--- config.mk ---
export PLATFORM = sky130hd
export DESIGN_NAME = can_bit_timing_solver
export DESIGN_NICKNAME = d
export VERILOG_FILES = /design/src/rtl/core/cbts_pkg.sv /design/src/rtl/core/can_bit_timing_solver.sv /design/src/rtl/core/cbts_divider.sv /design/src/rtl/core/cbts_sequencer.sv
export SDC_FILE = /design/constraint.sdc
export NUM_CORES = 1
export LEC_CHECK = 0
export BUFFER_PORTS_ARGS = -buffer_cell sky130_fd_sc_hd__clkbuf_2
export CORE_ASPECT_RATIO = 0.9
export CORE_MARGIN = 2
export CORE_UTILIZATION = 62
export DETAILED_ROUTE_END_ITERATION = 12
export HOLD_SLACK_MARGIN = 0.06
export PLACE_DENSITY_LB_ADDON = 0.2
export SYNTH_ARGS = -nofsm -noshare
export SYNTH_HDL_FRONTEND = slang
export SYNTH_SLANG_ARGS = --single-unit
--- constraint.sdc ---
create_clock -name clock -period 8.5 [get_ports clock]
set_clock_uncertainty 0.2 [all_clocks]
set_input_delay 1.275 -clock clock [delete_from_list [all_inputs] [get_ports clock]]
set_output_delay 1.275 -clock clock [all_outputs]
set_load 0.01 [all_outputs]
--- src/rtl/core/cbts_pkg.sv ---
// Package for the CAN bit timing solver: constants, state type, divider command.
`default_nettype none
package cbts_pkg;
   localparam logic [31:0] MIN_BITRATE  = 32'd1000;
   localparam logic [31:0] FAST_BITRATE = 32'd1000000;
   localparam logic [4:0]  FAST_SUM     = 5'd9;
   localparam logic [4:0]  SLOW_SUM     = 5'd16;
   localparam logic [31:0] MAX_PRESC    = 32'd1024;
   localparam logic [9:0]  MAX_PERMILLE = 10'd900;
   localparam logic [4:0]  MAX_SEG1     = 5'd16;
   localparam logic [4:0]  MAX_SEG2     = 5'd8;
   localparam logic [31:0] CLK_RESET    = 32'd36000000;

   typedef enum logic [3:0] {
      ST_IDLE, ST_DIV_TOTAL, ST_WAIT_TOTAL, ST_DIV_MOD, ST_WAIT_MOD,
      ST_DIV_PERM, ST_WAIT_PERM, ST_DIV_CHECK, ST_WAIT_CHECK, ST_DONE
   } state_type;

   typedef struct packed {
      logic        start;
      logic [31:0] dividend;
      logic [31:0] divisor;
   } div_cmd_type;

   typedef struct packed {
      logic        done;
      logic [31:0] quotient;
      logic [31:0] remainder;
   } div_rsp_type;
endpackage
`default_nettype wire

--- src/rtl/core/can_bit_timing_solver.sv ---
// CAN bit timing solver top level: config register, sequencer and shared divider.
// Each division is an issue step followed by 32 quotient bits; a request runs 0 to 18 divisions
// (none for a rate below 1000) before its result is valid.
// Throughput: one item at a time; next transfer accepted the cycle after the result transfer.
// req_stall is high from acceptance until the result transfer completes.
// Synchronous active-high reset returns to idle and loads the clock register with 36 MHz.
`default_nettype none
module can_bit_timing_solver
   import cbts_pkg::*;
(
   input  wire logic        clock,
   input  wire logic        reset,
   input  wire logic        csr_valid,
   output logic             csr_ready,
   input  wire logic [31:0] csr_peripheral_clock_hz,
   input  wire logic        req_valid,
   output logic             req_stall,
   input  wire logic [31:0] req_target_bitrate,
   output logic             rsp_valid,
   input  wire logic        rsp_stall,
   output logic             rsp_unsupported,
   output logic [10:0]      rsp_prescaler,
   output logic [4:0]       rsp_segment_one,
   output logic [3:0]       rsp_segment_two,
   output logic             rsp_jump_width
);
   logic [31:0] clk_hz_ff;
   logic [4:0]  seg2_w;
   div_cmd_type div_cmd;
   div_rsp_type div_rsp;

   assign csr_ready = 1'b1;

   always_ff @(posedge clock) begin
      if (reset) clk_hz_ff <= CLK_RESET;
      else if (csr_valid) clk_hz_ff <= csr_peripheral_clock_hz;
   end

   cbts_sequencer u_seq (
      .clock, .reset,
      .clk_hz(clk_hz_ff),
      .req_valid, .req_stall, .req_target_bitrate,
      .rsp_valid, .rsp_stall, .rsp_unsupported, .rsp_prescaler,
      .rsp_segment_one, .rsp_segment_two(seg2_w), .rsp_jump_width,
      .div_cmd, .div_rsp
   );

   cbts_divider u_div (.clock, .reset, .cmd(div_cmd), .rsp(div_rsp));

   assign rsp_segment_two = seg2_w[3:0];
endmodule
`default_nettype wire

--- src/rtl/core/cbts_divider.sv ---
// Shared radix-2 restoring divider, one quotient bit per cycle.
`default_nettype none
module cbts_divider
   import cbts_pkg::*;
(
   input  wire logic        clock,
   input  wire logic        reset,
   input  div_cmd_type      cmd,
   output div_rsp_type      rsp
);
   logic [31:0] quo_ff, quo_in;
   logic [31:0] rem_ff, rem_in;
   logic [31:0] dvs_ff, dvs_in;
   logic [5:0]  cnt_ff, cnt_in;
   logic        busy_ff, busy_in;
   logic        done_ff, done_in;
   logic [32:0] trial;
   logic [32:0] shifted;

   always_comb begin
      shifted = {rem_ff, quo_ff[31]};
      trial   = shifted - {1'b0, dvs_ff};
      quo_in  = quo_ff;
      rem_in  = rem_ff;
      dvs_in  = dvs_ff;
      cnt_in  = cnt_ff;
      busy_in = busy_ff;
      done_in = 1'b0;
      if (cmd.start) begin
         quo_in  = cmd.dividend;
         rem_in  = '0;
         dvs_in  = cmd.divisor;
         cnt_in  = 6'd32;
         busy_in = 1'b1;
      end else if (busy_ff) begin
         // partial remainder stays below the divisor, so 32 bits hold it
         if (!trial[32]) begin
            rem_in = trial[31:0];
            quo_in = {quo_ff[30:0], 1'b1};
         end else begin
            rem_in = shifted[31:0];
            quo_in = {quo_ff[30:0], 1'b0};
         end
         cnt_in = cnt_ff - 6'd1;
         if (cnt_ff == 6'd1) begin
            busy_in = 1'b0;
            done_in = 1'b1;
         end
      end
   end

   always_ff @(posedge clock) begin
      quo_ff <= quo_in;
      rem_ff <= rem_in;
      dvs_ff <= dvs_in;
      cnt_ff <= cnt_in;
      if (reset) begin
         busy_ff <= 1'b0;
         done_ff <= 1'b0;
      end else begin
         busy_ff <= busy_in;
         done_ff <= done_in;
      end
   end

   // divide by zero yields all-ones quotient, remainder = dividend (unused here)
   assign rsp.done      = done_ff;
   assign rsp.quotient  = quo_ff;
   assign rsp.remainder = rem_ff;
endmodule
`default_nettype wire

--- src/rtl/core/cbts_sequencer.sv ---
// Sequencer: walks the quanta search and checks using the shared divider.
`default_nettype none
module cbts_sequencer
   import cbts_pkg::*;
(
   input  wire logic        clock,
   input  wire logic        reset,
   input  wire logic [31:0] clk_hz,
   input  wire logic        req_valid,
   output logic             req_stall,
   input  wire logic [31:0] req_target_bitrate,
   output logic             rsp_valid,
   input  wire logic        rsp_stall,
   output logic             rsp_unsupported,
   output logic [10:0]      rsp_prescaler,
   output logic [4:0]       rsp_segment_one,
   output logic [4:0]       rsp_segment_two,
   output logic             rsp_jump_width,
   output div_cmd_type      div_cmd,
   input  div_rsp_type      div_rsp
);
   state_type   state_ff, state_in;
   logic [31:0] rate_ff, rate_in;
   logic [31:0] total_ff, total_in;
   logic [4:0]  sum_ff, sum_in;
   logic [10:0] presc_ff, presc_in;
   logic [4:0]  seg1_ff, seg1_in;
   logic        fail_ff, fail_in;

   logic [4:0]  seg1_near, seg1_zero;
   logic [7:0]  sum7;
   logic [13:0] perm_num;
   logic [4:0]  seg2_w;
   logic [15:0] quanta_prod;
   logic        seg_bad;

   always_comb begin
      sum7      = {3'd0, sum_ff} * 8'd7;
      seg1_near = 5'((sum7 + 8'd3) >> 3);
      seg1_zero = 5'((sum7 - 8'd1) >> 3);
      perm_num  = ({9'd0, seg1_near} + 14'd1) * 14'd1000;
      seg2_w    = sum_ff - seg1_ff;
      quanta_prod = 16'(presc_ff * 5'(sum_ff + 5'd1));
      seg_bad   = (seg1_ff < 5'd1) || (seg1_ff > MAX_SEG1)
                  || (seg2_w < 5'd1) || (seg2_w > MAX_SEG2);
   end

   always_comb begin
      state_in = state_ff;
      unique case (state_ff)
         ST_IDLE:       if (req_valid) state_in = (req_target_bitrate < MIN_BITRATE) ?
                                                  ST_DONE : ST_DIV_TOTAL;
         ST_DIV_TOTAL:  state_in = ST_WAIT_TOTAL;
         ST_WAIT_TOTAL: if (div_rsp.done) state_in = ST_DIV_MOD;
         ST_DIV_MOD:    state_in = ST_WAIT_MOD;
         ST_WAIT_MOD: begin
            if (div_rsp.done) begin
               if (div_rsp.remainder == 32'd0) state_in = ST_DIV_PERM;
               else if (sum_ff <= 5'd2) state_in = ST_DONE;
               else state_in = ST_DIV_MOD;
            end
         end
         ST_DIV_PERM:   state_in = fail_in ? ST_DONE : ST_WAIT_PERM;
         ST_WAIT_PERM:  if (div_rsp.done) state_in = ST_DIV_CHECK;
         ST_DIV_CHECK:  state_in = seg_bad ? ST_DONE : ST_WAIT_CHECK;
         ST_WAIT_CHECK: if (div_rsp.done) state_in = ST_DONE;
         ST_DONE:       if (!rsp_stall) state_in = ST_IDLE;
         default:       state_in = ST_IDLE;
      endcase
   end

   always_comb begin
      rate_in  = rate_ff;
      total_in = total_ff;
      sum_in   = sum_ff;
      presc_in = presc_ff;
      seg1_in  = seg1_ff;
      fail_in  = fail_ff;
      div_cmd  = '{start: 1'b0, dividend: clk_hz, divisor: rate_ff};
      unique case (state_ff)
         ST_IDLE: begin
            rate_in = req_target_bitrate;
            fail_in = req_target_bitrate < MIN_BITRATE;
            sum_in  = (req_target_bitrate >= FAST_BITRATE) ? FAST_SUM : SLOW_SUM;
         end
         ST_DIV_TOTAL: div_cmd.start = 1'b1;
         ST_WAIT_TOTAL: total_in = div_rsp.quotient;
         ST_DIV_MOD: begin
            div_cmd.start    = 1'b1;
            div_cmd.dividend = total_ff;
            div_cmd.divisor  = {27'd0, sum_ff} + 32'd1;
         end
         ST_WAIT_MOD: begin
            if (div_rsp.done) begin
               if (div_rsp.remainder != 32'd0) begin
                  if (sum_ff <= 5'd2) fail_in = 1'b1;
                  else sum_in = sum_ff - 5'd1;
               end else begin
                  presc_in = div_rsp.quotient[10:0];
                  fail_in  = (div_rsp.quotient < 32'd1) || (div_rsp.quotient > MAX_PRESC);
               end
            end
         end
         ST_DIV_PERM: begin
            fail_in          = fail_ff;
            seg1_in          = seg1_near;
            div_cmd.start    = !fail_ff;
            div_cmd.dividend = {18'd0, perm_num};
            div_cmd.divisor  = {27'd0, sum_ff} + 32'd1;
         end
         ST_WAIT_PERM: begin
            if (div_rsp.done && (div_rsp.quotient > {22'd0, MAX_PERMILLE}))
               seg1_in = seg1_zero;
         end
         ST_DIV_CHECK: begin
            fail_in          = seg_bad;
            div_cmd.start    = !seg_bad;
            div_cmd.dividend = clk_hz;
            div_cmd.divisor  = {16'd0, quanta_prod};
         end
         ST_WAIT_CHECK: begin
            if (div_rsp.done && (div_rsp.quotient != rate_ff)) fail_in = 1'b1;
         end
         ST_DONE: ;
         default: ;
      endcase
   end

   always_ff @(posedge clock) begin
      rate_ff  <= rate_in;
      total_ff <= total_in;
      sum_ff   <= sum_in;
      presc_ff <= presc_in;
      seg1_ff  <= seg1_in;
      fail_ff  <= fail_in;
      if (reset) state_ff <= ST_IDLE;
      else state_ff <= state_in;
   end

   always_comb begin
      req_stall       = (state_ff != ST_IDLE);
      rsp_valid       = (state_ff == ST_DONE);
      rsp_unsupported = fail_ff;
      rsp_prescaler   = fail_ff ? 11'd0 : presc_ff;
      rsp_segment_one = fail_ff ? 5'd0 : seg1_ff;
      rsp_segment_two = fail_ff ? 5'd0 : seg2_w;
      rsp_jump_width  = !fail_ff;
   end
endmodule
`default_nettype wire

==> flow_summary_export.csv <==
group,metric,value,unit
synthesis,ys_async_sr_fraction,0,%
finish,multiInputGateArea,7900,um^2
synthesis,syn_area,14700,um^2
drt,drt_pass1_iterations,7,
synthesis,ys.flop_type,"edfxtp_1",
critical_path,cp-start-kind,"flop",
clock_network,root_buffer,"clkbuf_16",
drt,dr_total_vias,11600,
status,status,"completed",
grt,antenna_found_initial,0,
drt,wl_per_cell,19.1,um
synthesis,synth_cell_types,69,
drt,via_per_inst,6.08,
timing,setup-tns-final,0,ps
clock_network,clk_pin_slew,60,ps
synthesis,synth_top_cell_area_share,30.5,%
timing,max_freq,0.136,GHz
finish,diodes,0,
clock_network,post_cts_resized,0,
die,io_pins,94,
critical_path,cp.arrival,7550,ps
timing,finalCritPeriodShare,86.7,%
drt,drtAntennaViolNets,0,
timing,slew_headroom,25.1,%
synthesis,mappedNetlistNets,1740,
grt,grt_max_degree,66,
timing,rsz0062_at_grt,"no",
drt,drt_iter0_markers,1048,
clock_network,cts_hold_buf,0,
timing,fin_crit,7370,ps
die,core_area,23300,um^2
finish,final_layout_size_suffix_gt1_share,10.4,%
synthesis,synth_common_cells,"nor2_1 (153), edfxtp_1 (149), nand2_1 (147)",
synthesis,synth.most_common_cell,"nor2_1",
clock_network,clockBufferDepth,3,
timing,finalMaxSlewViolations,0,
clock_network,numCtsBuffers,24,
placed_design,portBuffers,92,
synthesis,synth_cells,1528,
timing,setup_viol,0,
grt,grt_pass1_vias,10900,
die,fp.dieH,150,um
synthesis,yosysTopAreaCell,"edfxtp_1",
finish,fillers,1766,
synthesis,synth_seq_cells,226,
critical_path,path_max_fanout,10,
placed_design,dpl.hpwl,26.4,mm
synthesis,synth-seq-area-share,41.0,%
synthesis,synth_edf_count,149,
critical_path,required,8680,ps
run,drv_cap,0,
clock_network,cts.sinks,226,
synthesis,yosys_warnings,0,
drt,drc,0,
drt,drt_wl_total,36.5,mm
clock_network,post_cts_buffers,0,
hold_path,min_path_type,"reg2reg",
critical_path,critPathKind,"reg2reg",
grt,grt_use_total,28.9,%
grt,overflow,0,
synthesis,synth.area.top_cells,"edfxtp_1 (31%), dfxtp_1 (11%), ha_1 (8.4%), fa_1 (6.1%), xnor2_1 (4.4%)",
placed_design,gp_congestion,0.934,
die,fp-row-count,53,
die,die_w,166,um
finish,area_delta_synth_final,10.5,%
clock_network,cts_tree,"done",
finish,final_nets,1806,
clock_network,htreeDepth,1,
clock_network,clk_latency,550,ps
die,start_util,63.0,%
finish,regArea,6020,um^2
die,die_area,24900,um^2
synthesis,avgSynthCellArea,9.60,um^2
timing,finalHoldViolations,0,
critical_path,end_kind,"flop",
grt,grt_first_pass_wirelength,57.9,mm
timing,worstMarginPinSlew,1120,ps
==> final timing paths <==
path	end	from	slack (ps)	cells after the start
max	u_div.quo_ff[13]	u_seq.sum_ff[2]	1130	26
min	u_div.cnt_ff[5]	u_div.cnt_ff[5]	300	2
max reg2reg	u_div.quo_ff[13]	u_seq.sum_ff[2]	1130	26
min reg2reg	u_div.cnt_ff[5]	u_div.cnt_ff[5]	300	2
==> per-stage QoR <==
step / instances / instance area, um^2 / hold slack [ps] / worst slack (ps) / util [%]
after global routing: 1914 / 16200 / 317 / 669 / 69.6
after floorplan: 1528 / 14700 / 260 / 1820 / -
final: 1914 / 16200 / 298 / 1130 / 69.6
after global placement: 1870 / 15400 / 272 / 1400 / 66.0
after detailed placement: 1870 / 15400 / 283 / 1240 / 66.0
after CTS: 1914 / 16200 / 298 / 1210 / 69.6
==> sequential cells by signal, indices dropped and copies added (netlist names), 6 cells and up <==
register and cells:
u_seq.rate_ff 32, u_seq.presc_ff 11, u_div.rem_ff 32, clk_hz_ff 32, u_div.cnt_ff 6, u_div.quo_ff 32
u_div.dvs_ff 32, u_seq.total_ff 32
==> final cells by class <==
| cell class | instances | share of cell area (%) |
|---|---|---|
| inverters | 130 | 3.01 |
| repair buffers | 106 | 3.49 |
| clock buffers | 29 | 3.95 |
| clock inverters | 15 | 1.30 |
| multi-input cells | 1106 | 48.8 |
| well taps | 302 | 2.33 |
| flip-flops and latches | 226 | 37.1 |
==> kinds of logic (layout without fill, tap and decap cells) <==
logic type                 Yosys count  count (layout)  share of synthesized area [%]
and+or+nand+nor                    516             516                           16.8
AOI/OAI and AO/OA                  316             316                           14.4
DFF                                226             226                           41.0
buffers and inverters              196             280                           5.20
adders and majority gates          143             143                           14.5
xor gates and xnor gates           102             102                           6.19
muxes                               28              28                           1.91
other                                1               1                         0.0256
==> placed cells by master, fill, tap and decap left out, drive strengths merged, types with 5 or more instances in the layout <==
cell    Yosys  final
a211o       9      9
or3         6      6
a221oi     28     28
xor2       28     28
a21o       19     19
buf        17     14
nor3       21     21
ha         98     98
or4         5      5
and3        6      6
inv       130    131
nand3      29     29
a31oi      36     36
nand2b     10     10
o31ai       7      7
nor2b      42     42
fa         45     45
o21ai      75     75
and2       39     39
xnor2      73     73
a22o        9      9
nor4       26     26
mux2i      28     28
a21oi      59     59
a211oi     12     12
edfxtp    149    149
nand4      17     17
dfxtp      77     77
nor2      153    153
o211ai      8      8
clkbuf     49    121
a311oi      5      5
clkinv      0      9
o21bai      8      8
o21a        6      6
nand2     147    147
a22oi       9      9
==> worst max-delay path, stage by stage, from the launching register on <==
cell	delay, ps
edfxtp_1	590
fa_1	560
ha_1	170
inv_1	60
fa_1	530
nor3b_1	520
xnor2_1	250
ha_1	280
inv_1	80
a21oi_1	40
o21ai_0	150
o21ai_0	120
xnor2_1	370
inv_1	120
fa_1	600
fa_1	540
fa_1	550
inv_1	40
ha_1	280
inv_1	100
o21bai_1	110
a21o_1	180
a21oi_1	160
xor2_1	200
xnor2_1	140
nand2_1	70
a31oi_1	190
==> metal layers <==
layer / global-route usage (%) / up-vias / wire length, um
met2: 47.2 / 517 / 16600
met3: 3.39 / 80 / 2840
met1: 41.2 / 5507 / 16000
met5: 0 / - / 0
met4: 8.43 / 0 / 1060
li1: - / 5538 / -
Power is not shown: default switching activity piles up to over one toggle a cycle in this logic, so the estimate is an artifact.
